**src/rtl/pwrs_queue.sv**
```systemverilog
// ----------------------------------------------------------------------------
// pwrs_queue
// Short command queue between the front and back parts.
// ----------------------------------------------------------------------------
module pwrs_queue #(
  parameter int unsigned WIDTH = 8,
  parameter int unsigned DEPTH = 2
) (
  input  logic             clk,
  input  logic             rst,
  input  logic             push,
  input  logic [WIDTH-1:0] din,
  input  logic             pop,
  output logic [WIDTH-1:0] dout,
  output logic             full,
  output logic             empty
);

  localparam int unsigned PTR_W = (DEPTH > 1) ? $clog2(DEPTH) : 1;
  localparam int unsigned CNT_W = $clog2(DEPTH + 1);

  logic [WIDTH-1:0] slots [DEPTH];
  logic [PTR_W-1:0] wr_ptr;
  logic [PTR_W-1:0] rd_ptr;
  logic [CNT_W-1:0] fill;

  assign full  = (fill == CNT_W'(DEPTH));
  assign empty = (fill == '0);
  assign dout  = slots[rd_ptr];

  always_ff @(posedge clk) begin
    if (push) begin
      slots[wr_ptr] <= din;
    end
  end

  always_ff @(posedge clk) begin
    if (rst) begin
      wr_ptr <= '0;
      rd_ptr <= '0;
      fill   <= '0;
    end else begin
      if (push) begin
        wr_ptr <= (wr_ptr == PTR_W'(DEPTH - 1)) ? '0 : wr_ptr + 1'b1;
      end
      if (pop) begin
        rd_ptr <= (rd_ptr == PTR_W'(DEPTH - 1)) ? '0 : rd_ptr + 1'b1;
      end
      unique case ({push, pop})
        2'b10:   fill <= fill + 1'b1;
        2'b01:   fill <= fill - 1'b1;
        default: fill <= fill;
      endcase
    end
  end

endmodule

```
**config.mk**
```make
export PLATFORM = sky130hd
export DESIGN_NAME = pwrs_queue
export DESIGN_NICKNAME = d
export VERILOG_FILES = /design/src/rtl/pwrs_queue.sv
export SDC_FILE = /design/constraint.sdc
export NUM_CORES = 1
export LEC_CHECK = 0
export CORE_MARGIN = 4
export CORE_UTILIZATION = 50
export DETAILED_ROUTE_END_ITERATION = 10
export DONT_BUFFER_PORTS = 1
export MAX_ROUTING_LAYER = met4
export PLACE_DENSITY = 0.76
export SETUP_SLACK_MARGIN = 0.4
export SYNTH_ARGS = -nofsm -noshare
export SYNTH_HDL_FRONTEND = slang
export SYNTH_SLANG_ARGS = --single-unit
```
**constraint.sdc**
```tcl
create_clock -name clk -period 1.6 [get_ports clk]
set_clock_uncertainty 0.1 [all_clocks]
set_input_delay 0 -clock clk [delete_from_list [all_inputs] [get_ports clk]]
set_output_delay 0 -clock clk [all_outputs]
set_load 0.02 [all_outputs]
```
# --- Word level (Yosys, flattened, before mapping) ---
# Memory sizes are Yosys's and may differ from the RTL's. A register that Yosys moved wholly into a read port is not among the register bits.
# Index checks and enable logic that the tools add are counted.
# W data, S select, Z words.
op_classes:
  n_eq_ne: 3
  div: 0
  shifts: 0
  mux: 7
  n_lt_le_gt_ge: 0
  n_addsub: 4
  mul: 0
  reduce_logical: 2
  bitwise_logic: 0
ops:
  columns: ["cell", "n"]
  rows:
  - ["$mux W1", 6]
  - ["$eq A2 B2 Y1 const B", 2]
  - ["$pmux W2 S2", 1]
  - ["$add A1 B1 Y1 const B", 2]
  - ["$add A2 B1 Y2 const B", 1]
  - ["$eq A2 B1 Y1 const B", 1]
  - ["$logic_not A2 Y1", 1]
  - ["$reduce_bool A2 Y1", 1]
  - ["$sub A2 B1 Y2 const B", 1]
totals:
  in_bits: 12
  wordCells: 20
  latch_bits: 0
  ff_bits: 4
  memories: 1
  romBits: 0
  ram_bits: 16
  output_inout_bits: 10
memory_table:
  columns: ["memory", "words", "word_bits", "rd", "rd_ports_with_merged_regs", "wr", "line_no", "text"]
  rows:
  - ["slots", 2, 8, 1, 1, 1, "22", "logic [WIDTH-1:0] slots [DEPTH];"]

# --- Logic depth before layout (Yosys ltp) ---
# Gate-level depths: netlist (run 1).
logic_depth:
  depth_word: 4
  depth_mapped: 5
  mapped_depth_nobuf: 5

# --- Worst setup path after synthesis (run 1) ---
# OpenSTA, ideal clock, no wires.
synth_timing:
  path_kind: "flip-flop to flip-flop"
  startpoint: "register wr_ptr"
  endpoint: "memory slots[0][0], enable pin"
  t_arrival_ps: 694
  path_buffers: 0
  path_stages_with_launch: 2
  required_ps: 1130
  path_slack_ps: 435
  setup_time_ps: 370
  period_less_slack_ps: 1165
  cell_sequence: "dfxtp_1 nor2_1"
synth_rtl:
  columns: ["element", "line_no", "text"]
  rows:
  - ["start, declared", "23", "logic [PTR_W-1:0] wr_ptr;"]
  - ["start signal, assigned", "44", "wr_ptr <= (wr_ptr == PTR_W'(DEPTH - 1)) ? '0 : wr_ptr + 1'b1;"]
  - ["end, declared", "22", null]
# Straight into the memory's write port.

==> results of run 1 <==
## power groups by stage
stage / Sequential, mW / Combinational, mW / Clock [mW]
5_1_grt: 0.663 / 0.180 / 0.268
2_1_floorplan: 0.653 / 0.120 / 0
3_5_place_dp: 0.667 / 0.132 / 0
3_3_place_gp: 0.661 / 0.126 / 0
6_report: 0.659 / 0.169 / 0.240
4_1_cts: 0.655 / 0.157 / 0.245
## area by class of cell
type	instances	area [µm²]
clock inverter	1	5.00
multi-input combinational	24	223
tap	15	18.8
sequential	21	584
fill	81	418
timing repair buffer	11	108
inverter	1	3.75
clock buffer	3	22.5
## logic make-up after synthesis
kind of cell	count (synthesis)	share of synthesized area
multiplexers	8	0.115
adder cells (fa/ha/maj)	1	0.0160
buffers and inverters	2	0.0112
flip-flops	21	0.744
AND/OR/NAND/NOR	9	0.0561
AO/OA/AOI/OAI	2	0.0128
XOR/XNOR	4	0.0449
## per-stage QoR
| stage | std cells | setup slack, ns | cell area [µm²] | power, mW |
|---|---|---|---|---|
| finish | 76 | 0.394 | 965 | 1.07 |
| global route | 76 | 0.358 | 965 | 1.11 |
| CTS | 76 | 0.359 | 935 | 1.06 |
| detailed placement | 62 | 0.414 | 802 | 0.799 |
| global placement | 62 | 0.473 | 802 | 0.787 |
| floorplan | 47 | 0.435 | 781 | 0.773 |
## cell usage after synthesis
cell,n
dfxtp_1,5
and2_1,1
xor2_1,1
mux2_2,8
edfxtp_1,16
buf_2,1
and2b_2,1
o21ai_0,1
inv_1,1
nor2_1,6
ha_1,1
xnor2_1,3
or3_1,1
a21oi_1,1
## repair_timing
item,4_1_cts,5_1_grt
hold endpoints to repair,21,4
endpoints found under the setup margin,10,8
resized for setup,3,8
## worst paths after layout
check,startpoint,slack [ns],endpoint,cells after the start
setup / recovery,register,0.39,dout[2],1
hold / removal,pop,-0.23,rd_ptr$_SDFFE_PP0P_,2
setup reg to reg,fill[0]$_SDFFE_PP0P_,0.44,fill[1]$_SDFFE_PP0P_,3
hold reg to reg,rd_ptr$_SDFFE_PP0P_,0.44,rd_ptr$_SDFFE_PP0P_,2
## state kept, by name (all words and copies together), names as in the netlist, named ones only
name	flops
fill	2
slots	16
wr_ptr	1
rd_ptr	1
## metal layers
metal / GRT usage / wire length [µm]
met5: - / 0
met4: 0.0718 / 0
met3: 0.0301 / 71
met2: 0.209 / 696
met1: 0.136 / 522
## worst register-to-register path, cell delays in order, from the launching register on
cell,delay (ns)
dfxtp_1,0.42
xnor2_1,0.11
or3_1,0.32
a21oi_1,0.15
==> flow_metrics.tcl, run 1 <==
set metrics [dict create \
    drv_cap 0 \
    worstSetupEndpointType "output port" \
    hold_buffers 10 \
    cts.sinks 21 \
    yosysTopAreaCellShare 0.615 \
    layout_commonest_cell "edfxtp_1" \
    rows 13 \
    grt_pass1_wl_mm 1.85 \
    finalHoldWorstSlack_ns -0.228 \
    yosysSeqAreaShare 0.744 \
    grt_usage 0.126 \
    cts_buffer_depth 2 \
    netlist_area_um2 781 \
    synth-seq-cells 21 \
    fin_util 0.698 \
    rsz0062_at_grt "yes" \
    slowest_stage "dfxtp_4" \
    drt_pass1_iterations 4 \
    h-tree-depth 1 \
    synth.top_cells.by_area "edfxtp_1 (62%), dfxtp_1 (13%), mux2_2 (12%)" \
    fin_crit_ns 1.21 \
    cellPowerDensity_nw_per_um2 1110 \
    fin_crit_sh 0.754 \
    clock_latency_ns 0.29 \
    numPortBuffers 0 \
    area_growth_pct 23.6 \
    drt_wl_total_mm 1.29 \
    setup_viol 0 \
    cp-start-kind "register" \
    seqPwrFrac 0.617 \
    p_sw_mw 0.266 \
    fmax_mhz 829 \
    dp_hpwl_um 894 \
    synth.distinct_cells 14 \
    antenna_found_initial 0 \
    syn-num-nets 60 \
    via_per_inst 5.58 \
    drt_iter0_markers 16 \
    grt_max_degree 13 \
    intPower_mw 0.802 \
    status "complete, but fails checks" \
    drtAntennaViolNets 0 \
    syn_inst 47 \
    hold_path.class "in2reg" \
    ios 22 \
    drv_slew 0 \
    layout_common_cells "edfxtp_1 (16), dlygate4sd3_1 (10), mux2_4 (8)" \
    ir_worst_vdd_v 0.000657 \
    die_w_um 47.5 \
    tightest_slew_ns 0.417 \
    yosysWarnings 0 \
    nNetsFinal 75 \
    hold_violations 4 \
    critical_path_buf_inv_count 0 \
    grt_pass1_vias 426 \
    worst-setup-path-type "reg2out" \
    fp.dieH_um 47.5 \
    drive_gt1_frac 0.262 \
    start_util 0.565 \
    clock_power_share 0.224 \
    worst_ep_arrival_time_ns 1.11 \
    clock-root-buffer "clkbuf_4" \
    switching_share 0.249 \
    drc 0 \
    place.gp.congestion 0.726 \
    power_frac_comb 0.158 \
    cts_made_buffers 3 \
    max-slew-margin-rel 0.721 \
    post_drt_wl_per_cell_um 17.0 \
    clkTransAtPathRegs_ns 0.11 \
    avgSynthCellArea_um2 16.6 \
    path_max_fanout 8 \
    p_leak_nw 0.364 \
    postCtsSetupBuffers 0 \
    crit_family "flip-flops" \
    dieArea_um2 2260 \
    required_ns 1.50 \
    path_cells "mux2_4" \
    grt.overflow.total 0 \
    num_vias 424 \
    cts_tree "yes" \
    violations "hold timing" \
    core_region_area_um2 1380 \
    diodes 0 \
    synth_top_area_cell "edfxtp_1" \
    finalSetupTns_ns 0 \
    max_stage_delay_ns 0.46 \
]
(Power assumes the default switching activity.)
==> inputs of run 2 (changes only) <==
==> constraint.sdc (replaced) <==
create_clock -name clk -period 1.11 [get_ports clk]
set_clock_uncertainty 0.1 [all_clocks]
set_input_delay 0 -clock clk [delete_from_list [all_inputs] [get_ports clk]]
set_output_delay 0 -clock clk [all_outputs]
set_load 0.02 [all_outputs]
==> flow_metrics.tcl, run 2 (synthesis gave the netlist of run 1 again) <==
set metrics [dict create \
    status "complete, but fails checks" \
    violations "hold timing, setup timing" \
    p_leak_nw 0.386 \
    fin_ws_ns -0.0714 \
    worst-setup-path-type "reg2out" \
    required_ns 1.01 \
    path_cells "mux2_4" \
    max_stage_delay_ns 0.44 \
    via_per_inst 5.30 \
    start_util 0.565 \
    fin_crit_sh 1.06 \
    drt_iter0_markers 10 \
    fin_crit_ns 1.18 \
    cts_buffer_depth 2 \
    slowest_stage "dfxtp_4" \
    drv_slew 0 \
    cts_made_buffers 3 \
    grt_pass1_vias 458 \
    drive_gt1_frac 0.484 \
    max-slew-margin-rel 0.811 \
    drc 0 \
    clock_latency_ns 0.28 \
    use_met2 0.286 \
    dieArea_um2 2260 \
    antenna_found_initial 0 \
    grt_max_degree 12 \
    layout_commonest_cell "edfxtp_1" \
    path_max_fanout 8 \
    area_growth_pct 35.4 \
    critical_path_buf_inv_count 0 \
    grt_usage 0.148 \
    grt_use_met1 0.130 \
    top_regs "slots: 16 flops, fill: 2 flops" \
    cts.sinks 21 \
    largest_register_ffs 16 \
    met3_usage 0.0376 \
    hold_buffers 9 \
    min-delay-start "push" \
    reg2reg_from "fill[0]$_SDFFE_PP0P_" \
    rsz0062_at_grt "yes" \
    top_usage_layer "met2" \
    ir_worst_vdd_v 0.00105 \
    diodes 0 \
    place_inst 61 \
    crit_family "flip-flops" \
    instances_no_fill 77 \
    rows 13 \
    fp.dieH_um 47.5 \
    fmax_mhz 846 \
    cellPowerDensity_nw_per_um2 1520 \
    clkTransAtPathRegs_ns 0.10 \
    grt_pass1_wl_mm 2.06 \
    clock-root-buffer "clkbuf_4" \
    nNetsFinal 76 \
    place.gp.congestion 0.586 \
    worst_ep_arrival_time_ns 1.08 \
    drv_cap 0 \
    num_vias 408 \
    worstSetupEndpointType "output port" \
    die_w_um 47.5 \
    finalHoldWorstSlack_ns -0.220 \
    setup_viol 9 \
    hold_violations 21 \
    max_flop_register "slots" \
    drt_pass1_iterations 2 \
    tightest_slew_ns 0.281 \
    h-tree-depth 1 \
    core_region_area_um2 1380 \
    drt_wl_total_mm 1.37 \
    hold_path.class "in2reg" \
    cp-start-kind "register" \
    cts_tree "yes" \
    numPortBuffers 0 \
    drtAntennaViolNets 0 \
    grt.overflow.total 0 \
    ios 22 \
    layout_common_cells "edfxtp_1 (16), dlygate4sd3_1 (9), mux2_4 (8)" \
    post_drt_wl_per_cell_um 17.8 \
]
[run 2: changes by cell type in the layout (fill, tap and decap cells not counted), sizes merged]
| cell | delta |
|---|---|
| dlygate4sd3 | -1 |
| inv | -1 |
| clkinv | -1 |
| clkbuf | +1 |
| buf | +2 |
| clkinvlp | +1 |
[run 2: what timing repair did]
| item | CTS | global route |
|---|---|---|
| endpoints found under the hold margin | 37 | 21 |
| gates cloned | 0 | 0 |
| pin swaps | 4 | 3 |
| setup buffers | 0 | 3 |
| resized for setup | 11 | 3 |
| endpoints found under the setup margin | 31 | 31 |
[run 2: layout make-up]
| cell class | count | area, µm² |
|---|---|---|
| sequential | 21 | 594 |
| timing repair buffer | 12 | 116 |
| tap | 15 | 18.8 |
| clock buffer | 4 | 26.3 |
| fill | 72 | 325 |
| inverter | 1 | 7.51 |
| multi-input combinational | 24 | 294 |
[run 2: final timing paths]
| check | end | slack (ns) | cells past startpoint |
|---|---|---|---|
| hold / removal | wr_ptr$_SDFFE_PP0P_ | -0.22 | 2 |
| setup reg to reg | fill[1]$_SDFFE_PP0P_ | -0.03 | 3 |
| hold reg to reg | register | 0.45 | 2 |
| setup / recovery | dout[0] | -0.07 | 1 |
[run 2: metrics by stage]
stage	setup TNS, ns	util	area [µm²]	total power [mW]	setup slack, ns
2_1_floorplan	0	-	847	1.16	0.107
3_3_place_gp	0	0.618	855	1.17	0.0927
3_5_place_dp	-0.0284	0.618	855	1.19	-0.0284
4_1_cts	-0.792	0.734	1010	1.58	-0.0932
5_1_grt	-1.04	0.765	1060	1.69	-0.126
6_report	-0.597	0.765	1060	1.61	-0.0714
[run 2: report_power, final]
part	internal [mW]	leakage (nW)	switching, mW
Clock	0.139	0.0150	0.196
Sequential	0.912	0.194	0.0520
Combinational	0.167	0.177	0.146
[run 2: layer usage]
layer  share of wire  wire length, µm
met5               0                0
met4          0.0051                7
met3           0.060               82
met2            0.62              847
met1            0.31              430
