### src/rtl/pwrs_pkg.sv
// ----------------------------------------------------------------------------
// pwrs_pkg
// Shared codes, constants and types of the position-weighted residue sampler.
// ----------------------------------------------------------------------------
package pwrs_pkg;

  // request codes on req_type
  localparam logic [1:0] REQ_TRAIN  = 2'd0;
  localparam logic [1:0] REQ_END    = 2'd1;
  localparam logic [1:0] REQ_SAMPLE = 2'd2;

  // command kinds passed from front to back
  localparam logic KIND_COUNT  = 1'b0;
  localparam logic KIND_SAMPLE = 1'b1;

  localparam int unsigned NUM_RES      = 20;
  localparam int unsigned NUM_CAT      = 21;
  localparam logic [4:0]  TERM_CAT     = 5'd20;
  localparam int unsigned RAND_IN_BITS = 16;
  localparam int unsigned SEQ_LEN_BITS = 12;
  localparam int unsigned QUEUE_DEPTH  = 2;

  typedef struct packed {
    logic       kind;
    logic [4:0] cat;
  } cmd_t;

  typedef struct packed {
    logic clearing;
  } back_stat_t;

endpackage

### src/rtl/pwrs_front.sv
// ----------------------------------------------------------------------------
// pwrs_front
// Accepts request items, tracks the training position and turns each item
// into a count or sample command for the back part, or drops it.
// ----------------------------------------------------------------------------
module pwrs_front #(
  parameter int unsigned MAX_LEN   = 2048,
  parameter int unsigned RAND_BITS = 16,
  localparam int unsigned PAW = $clog2(MAX_LEN),
  localparam int unsigned RW  = (RAND_BITS < pwrs_pkg::RAND_IN_BITS) ?
                                RAND_BITS : pwrs_pkg::RAND_IN_BITS
) (
  input  logic                 clk,
  input  logic                 rst,
  input  logic                 in_valid,
  output logic                 in_stall,
  input  logic [1:0]           req_type,
  input  logic [4:0]           residue,
  input  logic                 substitute,
  input  logic [15:0]          random_value,
  input  logic                 q_full,
  input  pwrs_pkg::back_stat_t stat,
  output logic                 q_push,
  output pwrs_pkg::cmd_t       q_cmd,
  output logic [PAW-1:0]       q_pos,
  output logic [RW-1:0]        q_rnd
);

  localparam int unsigned PW = $clog2(MAX_LEN + 1);
  localparam int unsigned SW = RAND_BITS + 5;

  logic [PW-1:0] train_pos;
  logic [PW-1:0] train_pos_next;
  logic          accept;
  logic          in_range;
  logic [RW-1:0] rnd;
  logic [SW-1:0] scaled;
  logic [4:0]    sub_cat;

  assign in_stall = q_full | stat.clearing;
  assign accept   = in_valid & ~in_stall;
  assign in_range = (train_pos < PW'(MAX_LEN));
  assign rnd      = random_value[RW-1:0];

  // 20*r by shifts, then keep the integer part
  assign scaled  = (SW'(rnd) << 4) + (SW'(rnd) << 2);
  assign sub_cat = 5'(scaled >> RAND_BITS);

  assign q_pos = train_pos[PAW-1:0];
  assign q_rnd = rnd;

  always_comb begin
    q_push         = 1'b0;
    q_cmd.kind     = pwrs_pkg::KIND_COUNT;
    q_cmd.cat      = residue;
    train_pos_next = train_pos;
    if (accept) begin
      unique case (req_type)
        pwrs_pkg::REQ_TRAIN: begin
          if (in_range) begin
            if (substitute) begin
              q_push    = 1'b1;
              q_cmd.cat = sub_cat;
            end else if (residue < 5'(pwrs_pkg::NUM_RES)) begin
              q_push = 1'b1;
            end
            train_pos_next = train_pos + 1'b1;
          end
        end
        pwrs_pkg::REQ_END: begin
          // no terminator row past the last position
          q_push         = in_range;
          q_cmd.cat      = pwrs_pkg::TERM_CAT;
          train_pos_next = '0;
        end
        pwrs_pkg::REQ_SAMPLE: begin
          q_push     = 1'b1;
          q_cmd.kind = pwrs_pkg::KIND_SAMPLE;
        end
        default: begin
          q_push = 1'b0;
        end
      endcase
    end
  end

  always_ff @(posedge clk) begin
    if (rst) begin
      train_pos <= '0;
    end else begin
      train_pos <= train_pos_next;
    end
  end

endmodule

### config.mk
export PLATFORM = sky130hd
export DESIGN_NAME = pwrs_front
export DESIGN_NICKNAME = d
export VERILOG_FILES = /design/src/rtl/pwrs_pkg.sv /design/src/rtl/pwrs_front.sv
export SDC_FILE = /design/constraint.sdc
export NUM_CORES = 1
export LEC_CHECK = 0
export ABC_AREA = 1
export BUFFER_PORTS_ARGS = -buffer_cell sky130_fd_sc_hd__buf_2
export CAP_MARGIN = 20
export CELL_PAD_IN_SITES_DETAIL_PLACEMENT = 1
export CELL_PAD_IN_SITES_GLOBAL_PLACEMENT = 2
export CORE_MARGIN = 8
export CORE_UTILIZATION = 26
export DETAILED_ROUTE_END_ITERATION = 16
export GPL_TIMING_DRIVEN = 0
export PLACE_DENSITY = 0.95
export SYNTH_ARGS = -nofsm -noshare
export SYNTH_HDL_FRONTEND = slang
export SYNTH_SLANG_ARGS = --single-unit
### constraint.sdc
create_clock -name clk -period 2.1 [get_ports clk]
set_input_delay 0 -clock clk [delete_from_list [all_inputs] [get_ports clk]]
set_output_delay 0 -clock clk [all_outputs]
set_load 0.1 [all_outputs]
After elaboration in Yosys (flattened, before gate mapping)
Index checks and enable logic that the tools add are counted.

Flip-flop bits (word level): 12. Input bits: 29. Output and inout bits: 35. Word-level logic and storage cells: 26.

$add $sub $neg: 2. $lt $le $gt $ge: 2. Equality and inequality tests: 3. Multiplexer cells: 12. Bitwise logic cells: 3. Reductions and logical operators: 3.

Operators with widths (count): $pmux W12 S2 (1); $add A20 B18 Y21 (1); $add A12 B1 Y12 const B (1); $lt A12 B12 Y1 const B (1); $mux W12 (1); $mux W5 (2); $pmux W5 S2 (1); $mux W6 (1); $lt A5 B5 Y1 const B (1); $mux W1 (5); $pmux W1 S3 (1); $reduce_and A3 Y1 (1); $eq A2 B1 Y1 const B (1); $eq A2 B2 Y1 const B (1); $logic_not A2 Y1 (1); $ne A2 B2 Y1 const B (1); $reduce_bool A2 Y1 (1); $and A1 B1 Y1 (1); $not A1 Y1 (1); $or A1 B1 Y1 (1).

Longest topological paths before layout
Gate-level depths: netlist (run 1).

Word-level depth: 6. Depth in mapped cells: 13. Mapped depth without buffers: 13.

Least setup slack after synthesis (run 1)
Ideal clock, no wire load.

Path type: flip-flop to output port. Start point: register train_pos[11]. End point: output port q_cmd[4] (netlist name). Arrival: 3044 ps. Data required time: 2100 ps. Setup slack: -944 ps. Cell stages (with the launch flop): 6. Path buffers: 0. Path through: dfxtp_1 nor2_1 inv_1 nor2_1 nand3_1 a21boi_0.

RTL lines: from (decl) (RTL line pwrs_front.sv:32) `logic [PW-1:0] train_pos;`; from (signal assigned) (RTL line pwrs_front.sv:91) `train_pos <= train_pos_next;`; to (decl) (RTL line pwrs_front.sv:24) `output pwrs_pkg::cmd_t q_cmd,`.

==> flow_metrics.py, run 1 <==
metrics = {
    "yosys": {
        "synth_top_cell_area_share_pct": 21.0,
        "ys_ff_latch": 12,
        "netlist_area_mm2": 0.00170,
        "synthArstFlopShare_pct": 0,
        "avgSynthCellArea_um2": 5.61,
        "synth_cells": 303,
        "synth_top_cell_by_area": "nand2_1",
        "ys_types": 24,
        "ys_warn_count": 0,
        "ys_seq_area_share_pct": 14.1,
        "synth_edf_count": 0,
        "synth_nets": 346,
        "ys_top_cells_by_area": "nand2_1 (21%), dfxtp_1 (14%), buf_4 (12%), inv_1 (12%), ha_1 (10%)",
        "yosys_most_used_dff": "dfxtp_1",
    },
    "pwr": {
        "leakagePower_nw": 1.32,
        "sw_frac_of_total_pct": 46.1,
        "internal_power_uw": 521,
        "power.density_mw_per_mm2": 442,
        "total_power_uw": 967,
        "worst_ir_drop_vdd_mv": 0.263,
        "power_frac_seq_pct": 23.7,
        "p_sw_uw": 446,
        "pwr-share-comb_pct": 49.3,
        "clkPwrFrac_pct": 27.0,
    },
    "layout": {
        "nFillCells": 907,
        "diodes": 0,
        "largestRegisters": "train_pos x12",
        "top_register": "train_pos",
        "layout-drive-gt1-share_pct": 28.6,
        "syn2layout_area_growth_pct": 28.8,
        "largest_reg_flops": 12,
        "nets": 415,
    },
    "routing": {
        "drt_iter0_drc": 26,
        "postRouteAntennaNets": 0,
        "routed_via_density": 4.42,
        "wl_per_cell_um": 11.5,
        "first_pass_iters": 4,
        "drc": 0,
        "wirelength_mm": 5.14,
        "via_count": 1982,
    },
    "placed_design": {
        "port_buffers": 63,
        "place_hpwl_mm": 4.55,
        "gp_congestion": 0.776,
    },
    "timing": {
        "fin_crit_sh_pct": 89.1,
        "fin_crit_ns": 1.87,
        "maxSlewViolCount": 0,
        "fin_skew_ns": 0.00265,
        "worst_pin_slew_ns": 0.594,
        "setup_violations": 0,
        "max_clock_freq_mhz": 535,
        "final_hold_viol_count": 0,
        "rsz0062_at_grt": "no",
        "slew_headroom_pct": 60.4,
        "timing.hold.ws_ns": 0.214,
    },
    "clocking": {
        "clkLatencyLatePin_ns": 0.24,
        "cts_tree": "done",
        "cts_buffers": 3,
        "cts_setup_buffers": 0,
        "path_clk_slew_ns": 0.06,
        "htreeDepth": 1,
        "clockBufferDepth": 2,
        "cts.sinks": 12,
        "root_buffer": "clkbuf_8",
    },
    "setup_path": {
        "cp_max_fo": 6,
        "cp_slowest_cell": "dfxtp_1",
        "max_stage_delay_ns": 0.34,
        "cp_data_arrival_time_ns": 1.87,
        "crit_chain": "nor2_1, inv_1, nor2_1, nand3_1, nand3_1, nand2_1, nand2_1, clkbuf_4",
        "cp-start-kind": "register",
        "critPathKind": "reg -> out",
        "endpoint_kind": "output port",
        "cp.required_ns": 2.10,
    },
    "floorplan": {
        "initial_core_util_pct": 26.8,
        "core_area_mm2": 0.00635,
        "rows": 29,
        "ioPinCount": 64,
        "die_area_mm2": 0.00938,
        "die_h_um": 96.9,
        "die_x_um": 96.9,
    },
    "grt": {
        "grt_pass1_vias": 2150,
        "antenna_found_initial": 0,
        "grt-ovfl-total": 0,
        "grt_max_degree": 10,
        "track_usage_pct": 11.1,
        "grt_pass1_wl_mm": 9.36,
    },
    "job": {
        "max-cap-violations": 0,
    },
    "status": {
        "status": "complete, no violations",
    },
    "hold_path": {
        "hold_path_class": "in -> reg",
    },
}
-- cell families after synthesis --
| logic type | Yosys count | synth area share (%) |
|---|---|---|
| compound gates | 33 | 10.6 |
| xor+xnor | 1 | 0.515 |
| simple gates | 160 | 40.2 |
| fa+ha+maj | 14 | 10.3 |
| flops | 12 | 14.1 |
| buf+inv | 83 | 24.3 |
-- what timing repair did --
action	CTS	global route
gates resized for setup	0	2
hold buffers	1	0
setup endpoints to repair	0	2
endpoints found under the hold margin	4	0
-- critical path: cells and delay by family, from the launching register on --
kind	cells	cell delay (ns)
and+or+nand+nor	6	0.77
buffers and inverters	2	0.50
DFF	1	0.34
-- metrics by stage --
step	std cells	TNS [ns]	util [%]	cell area [um^2]	setup slack [ns]
after floorplan	303	-0.179	-	1710	-0.179
after global placement	443	0	33.4	2120	0.287
after detailed placement	443	0	33.4	2120	0.264
after CTS	448	0	34.4	2190	0.0828
after global routing	448	0	34.5	2190	0.0197
final	448	0	34.5	2190	0.230
-- cells in the final DEF (no fill, tap or decap), types with 2 or more instances in the layout --
master    synthesis  final
nor2_4            2      2
nand4_1           3      3
dfxtp_1          12     12
nand2_1          95     95
nand2_2           2      2
nand3_1          18     18
o21ai_0           5      5
ha_1             14     14
inv_1            54     54
a21oi_1          23     22
a21oi_2           1      2
buf_4            27     27
nor2_1           31     31
inv_2             2      2
buf_2             0     61
nor3_1            5      4
clkbuf_4          0      2
clkbuf_8          0      4
-- power groups by stage --
stage | sequential (mW) | combinational, mW | clock (mW)
after floorplan | 0.234 | 0.372 | 0
after global placement | 0.234 | 0.474 | 0
after detailed placement | 0.234 | 0.480 | 0
after CTS | 0.229 | 0.484 | 0.267
after global routing | 0.229 | 0.524 | 0.279
final | 0.229 | 0.477 | 0.261
-- cell type report --
cell class | count | area [um^2] | share of cell area, %
buffer | 27 | 203 | 9.25
inverter | 56 | 210 | 9.59
sequential | 12 | 240 | 11.0
timing repair buffer | 64 | 330 | 15.1
clock buffer | 4 | 55.1 | 2.51
multi-input combinational | 208 | 1060 | 48.2
tap | 77 | 96.3 | 4.40
-- cell usage after synthesis, types with 2 or more instances --
cell	number
nor2_4	2
o21ai_0	5
a21oi_1	23
nand2_2	2
nand3_1	18
buf_4	27
nor3_1	5
nand2_1	95
dfxtp_1	12
inv_2	2
nand4_1	3
nor2_1	31
inv_1	54
ha_1	14
-- path summary, 6_finish.rpt --
| kind | startpoint | cells after the start | slack [ns] | to |
|---|---|---|---|---|
| setup / recovery | train_pos[11] | 8 | 0.23 | q_cmd[3] |
| hold reg to reg | train_pos[10] | 2 | 0.50 | train_pos[10] |
| setup reg to reg | train_pos[0] | 7 | 0.74 | train_pos[6] |
| hold / removal | req_type[1] | 5 | 0.21 | train_pos[0] |
-- layer usage --
layer	wire length [um]	part of all wire (%)	vias up	GRT usage, %
met5	0	0	-	0
met4	31	0.60	0	2.13
met3	188	3.7	4	1.99
met2	2510	49	34	19.9
met1	2410	47	894	13.4
li1	-	-	1050	-
(Power assumes the default switching activity.)
==> run 2: changes to the inputs <==
ABC_CLOCK_PERIOD_IN_PS = 2100   (was default)
PLACE_DENSITY = 0.85   (was 0.95)
==> run 2 against run 1 <==
Clock skew decreased by 0.00084 ns. Utilization unchanged. Combinational power increased by 0.8%. Cell area unchanged. Die area unchanged. Clock-buffer cell count unchanged. Sequential cell count unchanged. Hold slack improved by 0.015 ns. Critical path depth decreased by 2. Wire length increased by 2.3%. Sequential share of layout area unchanged. Critical path type unchanged. Critical endpoint is now q_cmd[4]. Highest routed layer unchanged.
==> flow_metrics.py, run 2 (synthesis results as in run 1) <==
metrics = {
    "status": {
        "status": "complete, no violations",
    },
    "layout": {
        "diodes": 0,
        "final_cell_mix": "nand2_1 (95), buf_2 (61), inv_1 (54), nor2_1 (31), buf_4 (27)",
        "syn2layout_area_growth_pct": 28.8,
        "regArea_um2": 240,
        "largest_reg_flops": 12,
        "final_common_cell": "nand2_1",
        "layout-drive-gt1-share_pct": 28.6,
        "largestRegisters": "train_pos x12",
        "multi_input_area_mm2": 0.00106,
        "nets": 415,
        "top_register": "train_pos",
        "nFillCells": 891,
    },
    "routing": {
        "routed_via_density": 4.42,
        "wl_per_cell_um": 11.7,
        "wirelength_mm": 5.25,
        "via_count": 1979,
        "drc": 0,
        "first_pass_iters": 4,
        "drt_iter0_drc": 23,
        "postRouteAntennaNets": 0,
    },
    "clocking": {
        "cts.sinks": 12,
        "cts_buffers": 3,
        "htreeDepth": 1,
        "path_clk_slew_ns": 0.06,
        "root_buffer": "clkbuf_8",
        "cts_tree": "done",
        "cts_setup_buffers": 0,
        "clkLatencyLatePin_ns": 0.25,
        "clockBufferDepth": 2,
    },
    "grt": {
        "grt-ovfl-total": 0,
        "grt_pass1_vias": 2094,
        "antenna_found_initial": 0,
        "track_usage_pct": 11.2,
        "grt_max_degree": 10,
        "grt_pass1_wl_mm": 9.34,
    },
    "pwr": {
        "worst_ir_drop_vdd_mv": 0.379,
        "leakagePower_nw": 1.32,
        "total_power_uw": 969,
        "power.density_mw_per_mm2": 442,
    },
    "job": {
        "max-cap-violations": 0,
    },
    "timing": {
        "fin_skew_ns": 0.00181,
        "slew_headroom_pct": 61.4,
        "fin_crit_ns": 1.87,
        "setup_violations": 0,
        "final_hold_viol_count": 0,
        "fin_crit_sh_pct": 89.2,
        "maxSlewViolCount": 0,
        "worst_pin_slew_ns": 0.580,
        "max_clock_freq_mhz": 534,
        "setup_ws_ns": 0.226,
        "rsz0062_at_grt": "no",
    },
    "setup_path": {
        "cp-start-kind": "register",
        "cp_slowest_cell": "clkbuf_4",
        "startpoint": "train_pos[11]",
        "cp.required_ns": 2.10,
        "crit_top_cell": "nor2_1",
        "reg2regPathDepth": 7,
        "r2r-start": "train_pos[0]",
        "cp_max_fo": 6,
        "crit_chain": "nor2_1, inv_1, nor2_1, nand3_1, a21boi_1, clkbuf_4",
        "max_stage_delay_ns": 0.37,
        "rrSetupSlack_ns": 0.69,
        "endpoint_kind": "output port",
        "cp_data_arrival_time_ns": 1.87,
        "critPathKind": "reg -> out",
    },
    "hold_path": {
        "worstHoldStart": "req_type[1]",
        "hold_depth": 5,
        "hold_path_class": "in -> reg",
    },
    "floorplan": {
        "die_h_um": 96.9,
        "initial_core_util_pct": 26.8,
        "rows": 29,
        "die_area_mm2": 0.00938,
        "ioPinCount": 64,
        "core_area_mm2": 0.00635,
        "die_x_um": 96.9,
    },
    "placed_design": {
        "port_buffers": 63,
        "place_hpwl_mm": 4.61,
        "gp_congestion": 0.773,
        "dpl_worst_slack_ns": 0.284,
    },
}
==> run 2: path summary, 6_finish.rpt <==
check                   to
max               q_cmd[4]
min           train_pos[0]
max reg2reg   train_pos[6]
min reg2reg  train_pos[10]
==> run 2: report_power, final <==
group / total, mW / internal, mW / switching, mW
clock network: 0.259 / 0.166 / 0.0926
registers: 0.229 / 0.228 / 0.000784
logic: 0.481 / 0.127 / 0.353
total: 0.969 / 0.522 / 0.447
==> run 2: timing repair <==
action / CTS / global route
endpoints found under the setup margin: 0 / 2
resized for setup: 0 / 2
hold endpoints to repair: 4 / 0
hold buffers: 1 / 0
==> run 2: critical path, delay by kind of cell, from the launching register on <==
family                 cells  cell delay [ns]
AND/OR/NAND/NOR            3             0.56
buffers and inverters      2             0.55
flip-flops                 1             0.35
AO/OA/AOI/OAI              1             0.17
==> run 2: per-stage QoR <==
| stage | instances | util (%) | setup TNS (ns) | cell area, um^2 | hold slack, ns |
|---|---|---|---|---|---|
| final | 448 | 34.5 | 0 | 2190 | 0.228 |
| after global placement | 443 | 33.4 | 0 | 2120 | 0.232 |
| after floorplan | 303 | - | -0.179 | 1710 | 0.0691 |
| after detailed placement | 443 | 33.4 | 0 | 2120 | 0.240 |
| after CTS | 448 | 34.4 | 0 | 2190 | 0.225 |
| after global routing | 448 | 34.5 | 0 | 2190 | 0.282 |
==> run 2: routing by layer <==
metal  part of all wire, %  wire [um]  track usage (%)  vias to the layer above
met5                     0          0                0                        -
met4                  0.89         47             2.49                        0
met3                   3.5        183             2.13                        5
met2                    51       2690             21.3                       29
met1                    44       2330             12.4                      893
li1                      -          -                -                     1052
==> run 2: cell type report <==
class,count,share of cell area [%]
inverter,56,9.59
multi-input combinational,208,48.2
timing repair buffer,64,15.1
tap,77,4.40
clock buffer,4,2.51
sequential,12,11.0
buffer,27,9.25
==> run 3: changes to the inputs <==
ABC_AREA = 0   (was 1)
PLACE_DENSITY = 0.82   (was 0.85)
==> run 3 against run 2 <==
Critical path type is now in -> out. Largest power group unchanged. Critical endpoint is now q_cmd[1]. Global-route usage decreased by 0.86 points. Cell count decreased by 32%. First-iteration DRC count increased by 17%.
==> flow_metrics.py, run 3 <==
metrics = {
    "timing": {
        "timing.hold.ws_ns": 0.241,
        "worst_pin_slew_ns": 0.501,
        "max_clock_freq_mhz": 521,
        "fin_crit_ns": 1.92,
        "setup_ws_ns": 0.179,
        "fin_crit_sh_pct": 91.5,
        "final_hold_viol_count": 0,
        "fin_setup_tns_ns": 0,
        "fin_skew_ns": 0.00315,
        "maxSlewViolCount": 0,
        "slew_headroom_pct": 66.8,
        "setup_violations": 0,
    },
    "yosys": {
        "ys_seq_area_share_pct": 18.0,
        "synth_commonest_cells": "buf_4 (27), nor2_1 (24), ha_1 (14)",
        "synthMuxAreaShare_pct": 0,
        "synth_edf_count": 0,
        "yosys_most_used_dff": "dfxtp_1",
        "synth_nets": 213,
        "synth_top_family_by_area": "simple AND/OR/NAND/NOR gates",
        "synth_cells": 170,
        "ys_top_cells_by_area": "dfxtp_1 (18%), buf_4 (15%), ha_1 (13%), nor2_1 (6.7%), xor2_1 (5.2%)",
        "synthArstFlopShare_pct": 0,
        "synth-adder-area-share_pct": 13.1,
        "synth_compound_area_share_pct": 19.9,
        "ys_types": 39,
        "synth_top_cell_area_share_pct": 18.0,
        "synth_xor_area_share_pct": 7.87,
        "ys_ff_latch": 12,
        "netlist_area_mm2": 0.00134,
        "yosysMostFrequentCell": "buf_4",
        "ys_warn_count": 0,
        "synth_top_cell_by_area": "dfxtp_1",
        "synthSimpleGateAreaFrac_pct": 24.5,
        "avgSynthCellArea_um2": 7.86,
    },
    "clocking": {
        "cts.sinks": 12,
        "root_buffer": "clkbuf_8",
        "cts_tree": "done",
        "path_clk_slew_ns": 0.05,
        "cts_setup_buffers": 0,
        "cts_buffers": 3,
        "clockBufferDepth": 2,
        "clkLatencyLatePin_ns": 0.24,
        "htreeDepth": 1,
    },
    "floorplan": {
        "rows": 26,
        "die_h_um": 87.7,
        "core_area_mm2": 0.00504,
        "die_area_mm2": 0.00769,
        "ioPinCount": 64,
        "die_x_um": 87.7,
        "initial_core_util_pct": 26.5,
    },
    "placed_design": {
        "gp_congestion": 0.747,
        "dpl_worst_slack_ns": -0.0227,
        "placedCellCount": 302,
        "port_buffers": 62,
        "place_hpwl_mm": 3.42,
        "dpl_cell_area_mm2": 0.00178,
    },
    "setup_path": {
        "cp_data_arrival_time_ns": 1.92,
        "cp.required_ns": 2.10,
        "cp-start-kind": "primary input",
        "critPathKind": "in -> out",
        "cp_max_fo": 3,
        "endpoint_kind": "output port",
    },
    "pwr": {
        "p_sw_uw": 394,
        "total_power_uw": 879,
        "worst_ir_drop_vdd_mv": 0.191,
        "pwr-share-comb_pct": 50.3,
        "sw_frac_of_total_pct": 44.8,
        "power_frac_seq_pct": 26.1,
        "clkPwrFrac_pct": 23.6,
        "power.density_mw_per_mm2": 475,
        "leakagePower_nw": 0.904,
        "internal_power_uw": 485,
    },
    "layout": {
        "syn2layout_area_growth_pct": 38.3,
        "final_common_cell": "buf_2",
        "postLayoutCellArea_mm2": 0.00185,
        "final_cell_mix": "buf_2 (60), buf_4 (27), nor2_1 (23), ha_1 (13), dfxtp_1 (12)",
        "top_register": "train_pos",
        "fin_util_pct": 36.7,
        "diodes": 0,
        "nets": 281,
        "largest_reg_flops": 12,
        "largestRegisters": "train_pos x12",
        "layout-drive-gt1-share_pct": 44.9,
        "layoutNonFillerInstCount": 306,
    },
    "routing": {
        "drc": 0,
        "via_count": 1378,
        "wl_per_cell_um": 12.8,
        "wirelength_mm": 3.92,
        "postRouteAntennaNets": 0,
        "first_pass_iters": 4,
        "routed_via_density": 4.50,
        "drt_iter0_drc": 27,
    },
    "grt": {
        "grt_pass1_vias": 1451,
        "grt_pass1_wl_mm": 6.46,
        "grt-ovfl-total": 0,
        "grt_max_degree": 11,
        "antenna_found_initial": 0,
        "track_usage_pct": 10.4,
    },
    "hold_path": {
        "hold_path_class": "in -> reg",
    },
    "status": {
        "status": "complete, no violations",
    },
    "job": {
        "max-cap-violations": 0,
    },
}
==> run 3: metal layers <==
layer	wire (um)	vias up	GRT usage, %
met5	0	-	0
met2	1810	35	17.4
met1	1830	627	12.2
li1	-	712	-
met4	53	0	3.59
met3	239	4	3.19
==> run 3: power groups by stage <==
stage          sequential, mW  combinational, mW  clock [mW]
2_1_floorplan           0.234              0.344           0
3_3_place_gp            0.234              0.434           0
3_5_place_dp            0.234              0.439           0
4_1_cts                 0.229              0.443       0.218
5_1_grt                 0.229              0.471       0.229
6_report                0.229              0.442       0.207
==> run 3: worst max-delay path: stages <==
cell and delay (ns):
buf_2 0.14, ha_1 0.31, a21o_1 0.19, a21o_1 0.17, a21oi_1 0.13, o21ai_1 0.10, or3_1 0.35, a32o_1 0.24
buf_2 0.29
==> run 3: path summary, 6_finish.rpt <==
check,startpoint,endpoint,slack [ns],depth (start not counted)
worst min-delay path,q_full,train_pos[0],0.24,5
worst max register to register,train_pos[0],train_pos[8],0.66,6
worst min register to register,train_pos[11],train_pos[11],0.54,2
worst max-delay path,random_value[10],q_cmd[1],0.18,9
==> run 3: final cells by class <==
class	count	area, um^2
Fill cell	639	3190
Multi-Input combinational cell	126	920
Timing Repair Buffer	63	338
Sequential cell	12	240
Buffer	29	210
Tap cell	70	87.6
Clock buffer	3	41.3
Inverter	3	11.3
==> run 3: logic make-up after synthesis <==
family,Yosys count
AOI/OAI and AO/OA,37
xor gates and xnor gates,12
adders and majority gates,14
and+or+nand+nor,63
DFF,12
buffers and inverters,32
==> run 3: timing repair <==
item,in CTS,in global routing
hold buffers,1,0
resized for setup,1,5
endpoints found under the hold margin,2,0
endpoints found under the setup margin,1,4
pin swaps,0,1
